===== src/hw/rtl/wasf_pkg.sv =====
// ---------------------------------------------------------------------------
// wasf_pkg
// types, constants and register map of the wheel angle sensor filter
// ---------------------------------------------------------------------------
package wasf_pkg;

    // field widths
    localparam int unsigned SAMPLE_W = 16;
    localparam int unsigned ANGLE_W  = 24;
    localparam int unsigned ALPHA_W  = 16;
    localparam int unsigned OFFSET_W = 16;
    localparam int unsigned CPD_W    = 10;
    localparam int unsigned AVG_W    = 32;
    localparam int unsigned CFG_IDX_W  = 3;
    localparam int unsigned CFG_DATA_W = 16;
    localparam int unsigned OUT_DATA_W = 40;

    // calibration constants
    localparam logic [SAMPLE_W-1:0] ZERO_POINT = 16'd6805;
    localparam logic [ALPHA_W-1:0]  ALPHA_ONE  = 16'd32768;
    localparam logic [ANGLE_W-1:0]  ANGLE_MAX  = 24'd8388607;

    // register reset values
    localparam logic [ALPHA_W-1:0]  ALPHA_RST  = 16'd32768;
    localparam logic [CPD_W-1:0]    CPD_RST    = 10'd100;
    localparam logic [OFFSET_W-1:0] OFFSET_RST = 16'd0;

    // queue depth between front and back
    localparam int unsigned FIFO_DEPTH_DEF = 2;

    // register map
    typedef enum logic [CFG_IDX_W-1:0] {
        REG_FILTER_ALPHA      = 3'd0,
        REG_INVERT_DIRECTION  = 3'd1,
        REG_WIRELESS_MODE     = 3'd2,
        REG_STEER_OFFSET      = 3'd3,
        REG_COUNTS_PER_DEGREE = 3'd4
    } cfg_index_t;

    // live configuration
    typedef struct packed {
        logic [ALPHA_W-1:0]         filter_alpha;
        logic                       invert_direction;
        logic                       wireless_mode;
        logic signed [OFFSET_W-1:0] steer_offset;
        logic [CPD_W-1:0]           counts_per_degree;
    } cfg_t;

    // work item handed from front to back
    typedef struct packed {
        logic [SAMPLE_W-1:0]        raw;
        logic signed [SAMPLE_W-1:0] pos;
        logic                       inv;
        logic                       bypass;
    } entry_t;

endpackage


===== src/hw/rtl/wasf_front.sv =====
// ---------------------------------------------------------------------------
// wasf_front
// accepts samples, updates the moving average and forms the position
// ---------------------------------------------------------------------------
module wasf_front (
    input  logic                              clk,
    input  logic                              rst_n,
    input  wasf_pkg::cfg_t                    cfg,
    input  logic                              s_tvalid,
    output logic                              s_tready,
    input  logic [wasf_pkg::SAMPLE_W-1:0]     s_tdata,    // raw_reading
    output logic                              push,
    output wasf_pkg::entry_t                  push_entry,
    input  logic                              fifo_full
);
    import wasf_pkg::*;

    typedef enum logic [3:0] {
        F_IDLE = 4'b0001,
        F_MUL  = 4'b0010,
        F_UPD  = 4'b0100,
        F_PUSH = 4'b1000
    } fstate_t;

    fstate_t                 state_reg, state_next;
    logic [AVG_W-1:0]        avg_reg, avg_next;
    logic [SAMPLE_W-1:0]     sample_reg;
    logic                    bypass_reg;
    logic                    primed_reg;
    logic [2*SAMPLE_W-1:0]   prod_new_reg;
    logic [ALPHA_W+AVG_W-1:0] prod_old_reg;

    logic [ALPHA_W-1:0]      alpha_sat;
    logic [ALPHA_W-1:0]      alpha_rest;
    logic [ALPHA_W+AVG_W:0]  acc;
    logic [SAMPLE_W-1:0]     avg_int;
    logic [SAMPLE_W-1:0]     pos_base;

    // weight saturation
    assign alpha_sat  = (cfg.filter_alpha > ALPHA_ONE) ? ALPHA_ONE : cfg.filter_alpha;
    assign alpha_rest = ALPHA_ONE - alpha_sat;

    // weighted sum of the registered products
    assign acc = {1'b0, prod_new_reg, {SAMPLE_W{1'b0}}} + {1'b0, prod_old_reg};

    // position from the integer part of the average, wraps to 16 bits
    assign avg_int  = avg_reg[AVG_W-1 -: SAMPLE_W];
    assign pos_base = {1'b0, avg_int[SAMPLE_W-1:1]} - ZERO_POINT;

    assign s_tready = (state_reg == F_IDLE);
    assign push     = (state_reg == F_PUSH) && !fifo_full;

    always_comb
    begin
        push_entry.raw    = avg_int;
        push_entry.pos    = cfg.invert_direction ? $signed(pos_base - cfg.steer_offset)
                                                 : $signed(pos_base + cfg.steer_offset);
        push_entry.inv    = cfg.invert_direction;
        push_entry.bypass = bypass_reg;
    end

    // sequencer and average update
    always_comb
    begin
        state_next = state_reg;
        avg_next   = avg_reg;
        case (state_reg)
            F_IDLE:
            begin
                if (s_tvalid)
                begin
                    state_next = cfg.wireless_mode ? F_PUSH : F_MUL;
                end
            end
            F_MUL:
            begin
                state_next = F_UPD;
            end
            F_UPD:
            begin
                avg_next   = primed_reg ? acc[ALPHA_W+AVG_W-2 -: AVG_W]
                                        : {sample_reg, {SAMPLE_W{1'b0}}};
                state_next = F_PUSH;
            end
            F_PUSH:
            begin
                if (!fifo_full)
                begin
                    state_next = F_IDLE;
                end
            end
            default:
            begin
                state_next = F_IDLE;
            end
        endcase
    end

    always_ff @(posedge clk or negedge rst_n)
    begin
        if (!rst_n)
        begin
            state_reg <= F_IDLE;
            avg_reg   <= '0;
        end
        else
        begin
            state_reg <= state_next;
            avg_reg   <= avg_next;
        end
    end

    // capture the beat and form the products
    always_ff @(posedge clk)
    begin
        if (state_reg == F_IDLE && s_tvalid)
        begin
            sample_reg <= s_tdata;
            bypass_reg <= cfg.wireless_mode;
        end
        if (state_reg == F_MUL)
        begin
            primed_reg   <= (avg_reg != '0);
            prod_new_reg <= alpha_sat * sample_reg;
            prod_old_reg <= alpha_rest * avg_reg;
        end
    end

endmodule


===== src/hw/rtl/wasf_fifo.sv =====
// ---------------------------------------------------------------------------
// wasf_fifo
// short queue of work items between front and back
// ---------------------------------------------------------------------------
module wasf_fifo #(
    parameter int unsigned DEPTH = wasf_pkg::FIFO_DEPTH_DEF
) (
    input  logic             clk,
    input  logic             rst_n,
    input  logic             push,
    input  wasf_pkg::entry_t push_entry,
    output logic             full,
    input  logic             pop,
    output wasf_pkg::entry_t pop_entry,
    output logic             empty
);
    import wasf_pkg::*;

    localparam int unsigned PTR_W = (DEPTH > 1) ? $clog2(DEPTH) : 1;
    localparam int unsigned CNT_W = $clog2(DEPTH + 1);
    localparam logic [PTR_W-1:0] PTR_LAST = PTR_W'(DEPTH - 1);
    localparam logic [CNT_W-1:0] CNT_FULL = CNT_W'(DEPTH);

    entry_t            mem_reg [DEPTH];
    logic [PTR_W-1:0]  wr_ptr_reg;
    logic [PTR_W-1:0]  rd_ptr_reg;
    logic [CNT_W-1:0]  count_reg;

    assign full      = (count_reg == CNT_FULL);
    assign empty     = (count_reg == '0);
    assign pop_entry = mem_reg[rd_ptr_reg];

    // storage
    always_ff @(posedge clk)
    begin
        if (push)
        begin
            mem_reg[wr_ptr_reg] <= push_entry;
        end
    end

    // pointers and fill count
    always_ff @(posedge clk or negedge rst_n)
    begin
        if (!rst_n)
        begin
            wr_ptr_reg <= '0;
            rd_ptr_reg <= '0;
            count_reg  <= '0;
        end
        else
        begin
            if (push)
            begin
                wr_ptr_reg <= (wr_ptr_reg == PTR_LAST) ? '0 : wr_ptr_reg + 1'b1;
            end
            if (pop)
            begin
                rd_ptr_reg <= (rd_ptr_reg == PTR_LAST) ? '0 : rd_ptr_reg + 1'b1;
            end
            if (push && !pop)
            begin
                count_reg <= count_reg + 1'b1;
            end
            else if (pop && !push)
            begin
                count_reg <= count_reg - 1'b1;
            end
        end
    end

endmodule


===== src/hw/rtl/wasf_back.sv =====
// ---------------------------------------------------------------------------
// wasf_back
// bit-serial angle divider with sign handling and output register
// ---------------------------------------------------------------------------
module wasf_back (
    input  logic                              clk,
    input  logic                              rst_n,
    input  wasf_pkg::cfg_t                    cfg,
    input  logic                              empty,
    output logic                              pop,
    input  wasf_pkg::entry_t                  pop_entry,
    output logic                              m_tvalid,
    input  logic                              m_tready,
    output logic [wasf_pkg::OUT_DATA_W-1:0]   m_tdata,    // filtered_raw, angle_q8
    output logic                              m_tuser     // bypassed
);
    import wasf_pkg::*;

    localparam int unsigned STEP_W = $clog2(ANGLE_W);
    localparam logic [STEP_W-1:0] STEP_LAST = STEP_W'(ANGLE_W - 1);

    typedef enum logic [2:0] {
        B_IDLE = 3'b001,
        B_DIV  = 3'b010,
        B_OUT  = 3'b100
    } bstate_t;

    bstate_t              state_reg, state_next;
    logic [STEP_W-1:0]    step_reg;
    logic [ANGLE_W-1:0]   quo_reg;
    logic [CPD_W-1:0]     rem_reg;
    logic [CPD_W-1:0]     div_reg;
    logic                 neg_reg;
    logic                 bypass_reg;
    logic [SAMPLE_W-1:0]  raw_reg;

    logic                 m_tvalid_reg;
    logic [SAMPLE_W-1:0]  out_raw_reg;
    logic [ANGLE_W-1:0]   out_angle_reg;
    logic                 out_bypass_reg;

    logic [CPD_W:0]       rem_try;
    logic                 rem_ge;
    logic [SAMPLE_W-1:0]  mag;
    logic                 out_free;
    logic [ANGLE_W-1:0]   angle;

    // magnitude of the position
    assign mag = pop_entry.pos[SAMPLE_W-1] ? SAMPLE_W'(-pop_entry.pos)
                                           : SAMPLE_W'(pop_entry.pos);

    // one restoring step
    assign rem_try = {rem_reg, quo_reg[ANGLE_W-1]};
    assign rem_ge  = (rem_try >= {1'b0, div_reg});

    // signed result, saturated on the positive side
    assign angle = neg_reg ? (~quo_reg + 1'b1)
                           : ((quo_reg > ANGLE_MAX) ? ANGLE_MAX : quo_reg);

    assign out_free = !m_tvalid_reg || m_tready;
    assign pop      = (state_reg == B_IDLE) && !empty;

    assign m_tvalid = m_tvalid_reg;
    assign m_tdata  = {out_angle_reg, out_raw_reg};
    assign m_tuser  = out_bypass_reg;

    // sequencer
    always_comb
    begin
        state_next = state_reg;
        case (state_reg)
            B_IDLE:
            begin
                if (!empty)
                begin
                    state_next = pop_entry.bypass ? B_OUT : B_DIV;
                end
            end
            B_DIV:
            begin
                if (step_reg == STEP_LAST)
                begin
                    state_next = B_OUT;
                end
            end
            B_OUT:
            begin
                if (out_free)
                begin
                    state_next = B_IDLE;
                end
            end
            default:
            begin
                state_next = B_IDLE;
            end
        endcase
    end

    always_ff @(posedge clk or negedge rst_n)
    begin
        if (!rst_n)
        begin
            state_reg    <= B_IDLE;
            m_tvalid_reg <= 1'b0;
        end
        else
        begin
            state_reg <= state_next;
            if (state_reg == B_OUT && out_free)
            begin
                m_tvalid_reg <= 1'b1;
            end
            else if (m_tready)
            begin
                m_tvalid_reg <= 1'b0;
            end
        end
    end

    // divider datapath
    always_ff @(posedge clk)
    begin
        case (state_reg)
            B_IDLE:
            begin
                if (!empty)
                begin
                    raw_reg    <= pop_entry.raw;
                    bypass_reg <= pop_entry.bypass;
                    neg_reg    <= !pop_entry.bypass
                                  && (pop_entry.pos[SAMPLE_W-1] ^ pop_entry.inv);
                    quo_reg    <= pop_entry.bypass ? '0 : {mag, 8'd0};
                    rem_reg    <= '0;
                    step_reg   <= '0;
                    div_reg    <= (cfg.counts_per_degree == '0) ? CPD_W'(1)
                                                                : cfg.counts_per_degree;
                end
            end
            B_DIV:
            begin
                rem_reg  <= rem_ge ? CPD_W'(rem_try - {1'b0, div_reg}) : rem_try[CPD_W-1:0];
                quo_reg  <= {quo_reg[ANGLE_W-2:0], rem_ge};
                step_reg <= step_reg + 1'b1;
            end
            B_OUT:
            begin
                if (out_free)
                begin
                    out_raw_reg    <= raw_reg;
                    out_angle_reg  <= angle;
                    out_bypass_reg <= bypass_reg;
                end
            end
            default:
            begin
            end
        endcase
    end

endmodule


===== src/hw/rtl/wheel_angle_sensor_filter.sv =====
// data path: front end (capture, multiply, update, push), queue, 24 divide steps, output register
// the back end pops a sample, divides it and hands it to the output register before it pops the next
// wireless-mode samples skip the average update and the divider
// reset: asynchronous active low, state and config registers return to defaults and the average
//   is cleared to zero, so the first nonzero sample loads directly
// ---------------------------------------------------------------------------
// wheel_angle_sensor_filter
// moving-average filter and linear calibration of wheel angle sensor samples
// ---------------------------------------------------------------------------
module wheel_angle_sensor_filter #(
    parameter int unsigned FIFO_DEPTH = wasf_pkg::FIFO_DEPTH_DEF
) (
    input  logic                                clk,
    input  logic                                rst_n,
    input  logic                                cfg_we,
    input  logic [wasf_pkg::CFG_IDX_W-1:0]      cfg_index,
    input  logic [wasf_pkg::CFG_DATA_W-1:0]     cfg_data,
    input  logic                                s_tvalid,
    output logic                                s_tready,
    input  logic [wasf_pkg::SAMPLE_W-1:0]       s_tdata,    // [15:0] raw_reading
    output logic                                m_tvalid,
    input  logic                                m_tready,
    output logic [wasf_pkg::OUT_DATA_W-1:0]     m_tdata,    // [15:0] filtered_raw, [39:16] angle_q8
    output logic                                m_tuser     // [0] bypassed
);
    import wasf_pkg::*;

    cfg_t   cfg_reg;
    logic   push, fifo_full, pop, fifo_empty;
    entry_t push_entry, pop_entry;

    // configuration registers
    always_ff @(posedge clk or negedge rst_n)
    begin
        if (!rst_n)
        begin
            cfg_reg.filter_alpha      <= ALPHA_RST;
            cfg_reg.invert_direction  <= 1'b0;
            cfg_reg.wireless_mode     <= 1'b0;
            cfg_reg.steer_offset      <= OFFSET_RST;
            cfg_reg.counts_per_degree <= CPD_RST;
        end
        else if (cfg_we)
        begin
            case (cfg_index)
                REG_FILTER_ALPHA:      cfg_reg.filter_alpha      <= cfg_data[ALPHA_W-1:0];
                REG_INVERT_DIRECTION:  cfg_reg.invert_direction  <= cfg_data[0];
                REG_WIRELESS_MODE:     cfg_reg.wireless_mode     <= cfg_data[0];
                REG_STEER_OFFSET:      cfg_reg.steer_offset      <= cfg_data[OFFSET_W-1:0];
                REG_COUNTS_PER_DEGREE: cfg_reg.counts_per_degree <= cfg_data[CPD_W-1:0];
                default:
                begin
                end
            endcase
        end
    end

    // filter front end
    wasf_front u_front (
        .clk        (clk),
        .rst_n      (rst_n),
        .cfg        (cfg_reg),
        .s_tvalid   (s_tvalid),
        .s_tready   (s_tready),
        .s_tdata    (s_tdata),
        .push       (push),
        .push_entry (push_entry),
        .fifo_full  (fifo_full)
    );

    // decoupling queue
    wasf_fifo #(
        .DEPTH (FIFO_DEPTH)
    ) u_fifo (
        .clk        (clk),
        .rst_n      (rst_n),
        .push       (push),
        .push_entry (push_entry),
        .full       (fifo_full),
        .pop        (pop),
        .pop_entry  (pop_entry),
        .empty      (fifo_empty)
    );

    // divider back end
    wasf_back u_back (
        .clk       (clk),
        .rst_n     (rst_n),
        .cfg       (cfg_reg),
        .empty     (fifo_empty),
        .pop       (pop),
        .pop_entry (pop_entry),
        .m_tvalid  (m_tvalid),
        .m_tready  (m_tready),
        .m_tdata   (m_tdata),
        .m_tuser   (m_tuser)
    );

endmodule


===== config.mk =====
export PLATFORM = sky130hd
export DESIGN_NAME = wheel_angle_sensor_filter
export DESIGN_NICKNAME = d
export VERILOG_FILES = /design/src/hw/rtl/wasf_pkg.sv /design/src/hw/rtl/wasf_front.sv /design/src/hw/rtl/wasf_fifo.sv /design/src/hw/rtl/wasf_back.sv /design/src/hw/rtl/wheel_angle_sensor_filter.sv
export SDC_FILE = /design/constraint.sdc
export NUM_CORES = 2
export LEC_CHECK = 0
export BUFFER_PORTS_ARGS = -buffer_cell sky130_fd_sc_hd__buf_2
export CORE_MARGIN = 3
export CORE_UTILIZATION = 45
export DETAILED_ROUTE_END_ITERATION = 8
export PLACE_DENSITY = 0.62
export SYNTH_ARGS = -nofsm -noshare
export SYNTH_HDL_FRONTEND = slang
export SYNTH_HIERARCHICAL = 1
export SYNTH_SLANG_ARGS = --single-unit

===== constraint.sdc =====
create_clock -name clk -period 9 [get_ports clk]
set_input_delay 0.9 -clock clk [delete_from_list [all_inputs] [get_ports clk]]
set_output_delay 0.9 -clock clk [all_outputs]
set_load 0.05 [all_outputs]

; ---- After elaboration in Yosys (flattened, before gate mapping)
; Memories as Yosys holds them, arrays and structs flattened.
; Index checks and enable logic that the tools add are counted.
[word_totals]
ff_bits = 292
ram_bits = 68
output_inout_bits = 43
memories = 1
[memory_table]
columns = name, depth, width, read_ports, rd_ports_with_merged_regs, wr, line
row1 = u_fifo.mem_reg, 2, 34, 1, 0, 1, wasf_fifo.sv:24  ; entry_t mem_reg [DEPTH];
[op_classes]
addsub = 13
multipliers = 2
magnitude_cmp = 3
eq_ne = 18
mux = 31
n_bitwise = 3
n_reduce_logical = 31
[op_table]
columns = operator, n
row1 = 24-bit 2-to-1 mux, 4
row2 = 16-bit 2-to-1 mux, 3
row3 = 24-bit one-hot mux with 2 select lines, 1
row4 = 47-bit adder, 1
row5 = 16-bit by 32-bit multiplier with 47-bit output, 1
row6 = 32-bit 2-to-1 mux, 1
row7 = 32-bit nonzero test, 1
row8 = 16-bit by 16-bit multiplier with 31-bit output, 1
row9 = 24-bit by 1-bit adder with 24-bit output (second input constant), 1
row10 = 24-bit by 23-bit > comparator with 1-bit output (second input constant), 1
row11 = 24-bit inverter, 1
row12 = 10-bit 2-to-1 mux, 2
row13 = 10-bit one-hot mux with 2 select lines, 1
row14 = 2-bit AND reduction, 9
row15 = 16-bit adder, 1
row16 = 16-bit > comparator (second input constant), 1
row17 = 16-bit negator, 1
row18 = 4-bit one-hot mux with 4 select lines, 1
row19 = 15-bit by 13-bit subtractor with 16-bit output (second input constant), 1
row20 = 16-bit subtractor, 1
row21 = 16-bit subtractor (first input constant), 1
row22 = 3-bit 2-to-1 mux, 4
row23 = 4-bit 2-to-1 mux, 3
row24 = 11-bit by 10-bit greater-or-equal comparator with 1-bit output, 1
row25 = other kinds (31), 58

; ---- Longest topological paths before layout
[depth]
depth_word = 7
ltp_mapped = 38
mapped_depth_nobuf = 35

; ---- Cells and area by module
; Netlist, hierarchy kept.
[modules_own_cells]
columns = mod, n_inst, cells_each, area_per_inst_um2, seq_area_each_um2
row1 = wasf_front, 1, 3454, 30864.6, 3334.4
row2 = wasf_back, 1, 452, 5377.7, 3344.5
row3 = wasf_fifo, 1, 122, 2791.4, 2142.1
row4 = wheel_angle_sensor_filter, 1, 96, 1696.6, 1106.1

; ---- Least setup slack after synthesis
; No wires, ideal clock.
[synth_path]
kind = reg2reg
startpoint = register cfg_reg[28] (netlist name)
endpoint = register u_front.prod_old_reg[39] (data pin)
setup_time_ns = 0.262
arrival_time_ns = 9.396
required_time_ns = 8.738
slack_ns = -0.657
stages_incl_launch_ff = 36
n_path_buf = 3
synth_period_minus_slack_ns = 9.657
path_cell_list = dfrtp_1 -> or3_4 -> nor4_4 -> nand2_1 -> or4_4 -> o41ai_4 -> and2_1 -> clkbuf_1 -> buf_1 -> inv_1 -> ha_1 -> o21ai_0 -> clkbuf_1 -> nand2_1 -> fa_1 -> inv_1 -> fa_1 -> inv_1 -> fa_1 -> inv_1 -> fa_1 -> fa_1 -> inv_1 -> fa_1 -> inv_1 -> ha_1 -> and2_1 -> a2111o_1 -> a2111oi_0 -> o31a_1 -> nor3_1 -> o2bb2ai_1 -> a211oi_1 -> o21bai_1 -> a211oi_1 -> xnor2_1
[synth_between]
elab_chain_len = 4
[synth_lines]
columns = item, line
row1 = start: declaration, wheel_angle_sensor_filter.sv:28  ; cfg_t cfg_reg;
row2 = 16-bit > comparator, wasf_front.sv:40  ; assign alpha_sat = (cfg.filter_alpha > ALPHA_ONE) ? ALPHA_ONE : cfg.filter_alpha;
row3 = 16-bit 2-to-1 mux (*), wasf_front.sv:40
row4 = 16-bit subtractor (*), wasf_front.sv:41  ; assign alpha_rest = ALPHA_ONE - alpha_sat;
row5 = 16-bit by 32-bit multiplier with 47-bit output (*), wasf_front.sv:125  ; prod_old_reg <= alpha_rest * avg_reg;
row6 = end signal: assignment, wasf_front.sv:125
row7 = end: declaration, wasf_front.sv:31  ; logic [ALPHA_W+AVG_W-1:0] prod_old_reg;
; Mark *: on every way between the ends. The rest lies on a longest branch, timed or not.
; A chain may end at the register's enable or synchronous reset.

; ---- Worst setup path in the final report
[layout_path]
startpoint = register cfg_reg[30] (netlist name)
endpoint = register u_front.prod_old_reg[46] (data pin)
; The elaborated chain is that of the path after synthesis.

==> results.tsv <==
stage	metric	value	unit
global_route	largest net degree at the start of global routing	66	
synth	Yosys reg bits	345	
synth	syn avg cell area	9.88	µm²
setup_path	critical path's largest stage delay	0.56	ns
timing	final worst slack	-0.100	ns
setup_path	Crit. End Element	flip-flop	
detailed_routing	vias per cell	5.33	
timing	Worst Skew	0.0145	ns
clocking	H-tree levels	2	
placement	routability congestion estimate	0.868	
placement	IO buf count	82	
synth	Seq/Total Area, Yosys	0.244	
die	die height	307	µm
clocking	clk sinks	345	
clocking	hold buffer count at cts	0	
global_route	all-layer global routing usage	0.219	
cells_and_area	Layout area overhead	9.57	%
detailed_routing	DRC viols	0	
timing	final worst-path cycle share	1.01	
outcome	failing checks	negative setup slack	
global_route	gr ovfl total	0	
clocking	Worst-path clk slew	0.06	ns
placement	Cells after DPL	5306	
worst_hold_path	Hold Crit Class	primary input to asynchronous set/reset pin	
synth	Synth top area share	0.301	
setup_path	Worst EP arrival	9.38	ns
synth	Post-Syn Nets	5051	
timing	Slew Limit Fails	0	
synth	FFs w/ async S/R, synth	0.255	
outcome	outcome	complete, but fails checks	
die	Initial Util	0.457	
placement	Setup WS pre-CTS	-0.221	ns
global_route	vias in the first global route	29930	
cells_and_area	Nets	5117	
cells_and_area	ratio of cells with drive above 1 in the final layout	0.116	
timing	Slew headroom	0.270	
detailed_routing	post-route ant nets	0	
setup_path	CP most frequent cell	fa_1	
timing	fin crit period	9.10	ns
synth	EDFF count, synth	257	
detailed_routing	Vias	28667	
setup_path	Setup CP Type	flip-flop to flip-flop	
setup_path	R2R setup slack	-0.10	ns
synth	Synth cell types	92	
die	Placement Rows	109	
clocking	Root Buffer	clkbuf_16	
cells_and_area	Finished Layout Cells	5381	
timing	Fmax	110	MHz
cells_and_area	max FFs per register	68	
detailed_routing	drt first-iter violations	2006	
timing	endpoints failing setup	5	
setup_path	Worst EP required	9.28	ns
clocking	Bufs on Longest Clock Path	3	
setup_path	Crit-path slowest cell	or4_4	
synth	Yosys top cell by area	fa_1	
clocking	clock latency on the worst-skew pair	0.55	ns
setup_path	worst r2r src	cfg_reg[30]	
timing	Worst-Margin Slew	1.09	ns
timing	RSZ-0062 raised after global routing	true	
placement	dpl hpwl	77.3	mm
synth	Cells after Synth	4124	
detailed_routing	drt total wl	101	mm
die	total core area	0.0891	mm²
timing	final setup TNS	-0.282	ns
synth	Synth area leaders	fa_1 (30%), edfxtp_1 (19%), ha_1 (8.4%)	
run	Max Cap Viol	0	
setup_path	Worst Setup Start Kind	flip-flop	
die	DIE AREA	0.0942	mm²
die	I/O pin cnt	83	
global_route	antenna violations before repair	3	
die	die width	307	µm
detailed_routing	wire per inst	18.8	µm
setup_path	reg2reg end	u_front/prod_old_reg[46]	
global_route	first-pass GRT wire length	163	mm
setup_path	Crit Path Max Fanout	6	
synth	Primary FF master, synth	edfxtp_1	
clocking	number of buffers created by CTS	37	
synth	Syn Std Cell Area	0.0407	mm²
setup_path	Register-to-Register Path Depth	36	
clocking	CTS tree	built	
detailed_routing	Pre-Repair DR Iteration Count	7	
synth	Yosys warnings	6	
timing	Fin. Hold Viols	0	
-- area by class of cell --
cell class | count | area, µm²
antenna | 1 | 2.50
clock buffer | 47 | 1000
clock inverter | 17 | 185
fill | 8179 | 44400
inverter | 728 | 2730
multi-input combinational | 2823 | 27400
sequential | 345 | 9930
tap | 1165 | 1460
timing repair buffer | 255 | 1910
-- synthesized netlist by cell type (38+ instances only) --
| master | number |
|---|---|
| nand2_1 | 639 |
| inv_1 | 728 |
| xnor2_1 | 107 |
| mux2_2 | 51 |
| and2_1 | 211 |
| o21ai_0 | 111 |
| fa_1 | 612 |
| nor3_1 | 38 |
| ha_1 | 275 |
| a21oi_1 | 98 |
| edfxtp_1 | 257 |
| nand3_1 | 39 |
| clkbuf_1 | 174 |
| xor2_1 | 53 |
| and3_1 | 59 |
| dfrtp_1 | 82 |
| nor2_1 | 131 |
-- cells by family after synthesis --
logic type | after synthesis | synth area share
AO/OA/AOI/OAI | 413 | 0.0660
XOR/XNOR | 162 | 0.0352
adder cells (fa/ha/maj) | 887 | 0.385
buffers and inverters | 956 | 0.0922
flip-flops | 345 | 0.244
multiplexers | 93 | 0.0280
AND/OR/NAND/NOR | 1268 | 0.150
-- metal layers --
metal  up-vias  share of wire  global-route usage
met2       782           0.49               0.377
li1      13131              -                   -
met5         -              0                   0
met4         0          0.025              0.0565
met3       137          0.052              0.0238
met1     14617           0.43               0.298
-- what timing repair did --
action | 4_1_cts | 5_1_grt
pin swaps | 3 | 8
cloned | 0 | 1
endpoints found under the setup margin | 13 | 21
buffers inserted | 4 | 7
resized for setup | 2 | 40
hold endpoints to repair | 0 | 0
-- through the flow --
step	utilization	hold WS [ns]	instance area (µm²)
global route	0.501	0.274	44600
floorplan	-	0.400	40800
global placement	0.484	0.401	43100
CTS	0.498	0.249	44400
detailed placement	0.484	0.405	43100
finish	0.501	0.269	44600
-- worst max path at each step --
stage / slack, ns / cells after the start / end / from
after floorplan: -0.02 / 35 / u_front/prod_old_reg[42] / cfg_reg[30]
after global placement: -0.12 / 33 / u_front/prod_old_reg[42] / cfg_reg[30]
after detailed placement: -0.22 / 33 / u_front/prod_old_reg[42] / cfg_reg[30]
after CTS: 0.02 / 31 / u_front/prod_old_reg[42] / cfg_reg[30]
after global routing: -0.36 / 35 / u_front/prod_old_reg[46] / cfg_reg[30]
final: -0.10 / 36 / u_front/prod_old_reg[46] / cfg_reg[30]
-- layout by cell type, fill, tap and decap left out, types with 33 or more instances in the layout --
master / count
a21oi_1: 94
and2_1: 207
and3_1: 59
buf_2: 81
buf_4: 155
clkbuf_16: 39
dfrtp_1: 81
edfxtp_1: 257
fa_1: 612
ha_1: 272
inv_1: 724
mux2_2: 51
nand2_1: 636
nand3_1: 39
nor2_1: 126
nor3_1: 33
o21ai_0: 108
xnor2_1: 102
xor2_1: 51
-- critical path, delay by kind of cell, from the launching register on --
family                   cells  cell delay, ns
XOR/XNOR                     1            0.09
adder cells (fa/ha/maj)      8            3.34
AND/OR/NAND/NOR              9            1.94
flip-flops                   1            0.37
AO/OA/AOI/OAI               11            2.35
buffers and inverters        7            0.70
Power is not shown: default switching activity piles up to over one toggle a cycle in this logic, so the estimate is an artifact.
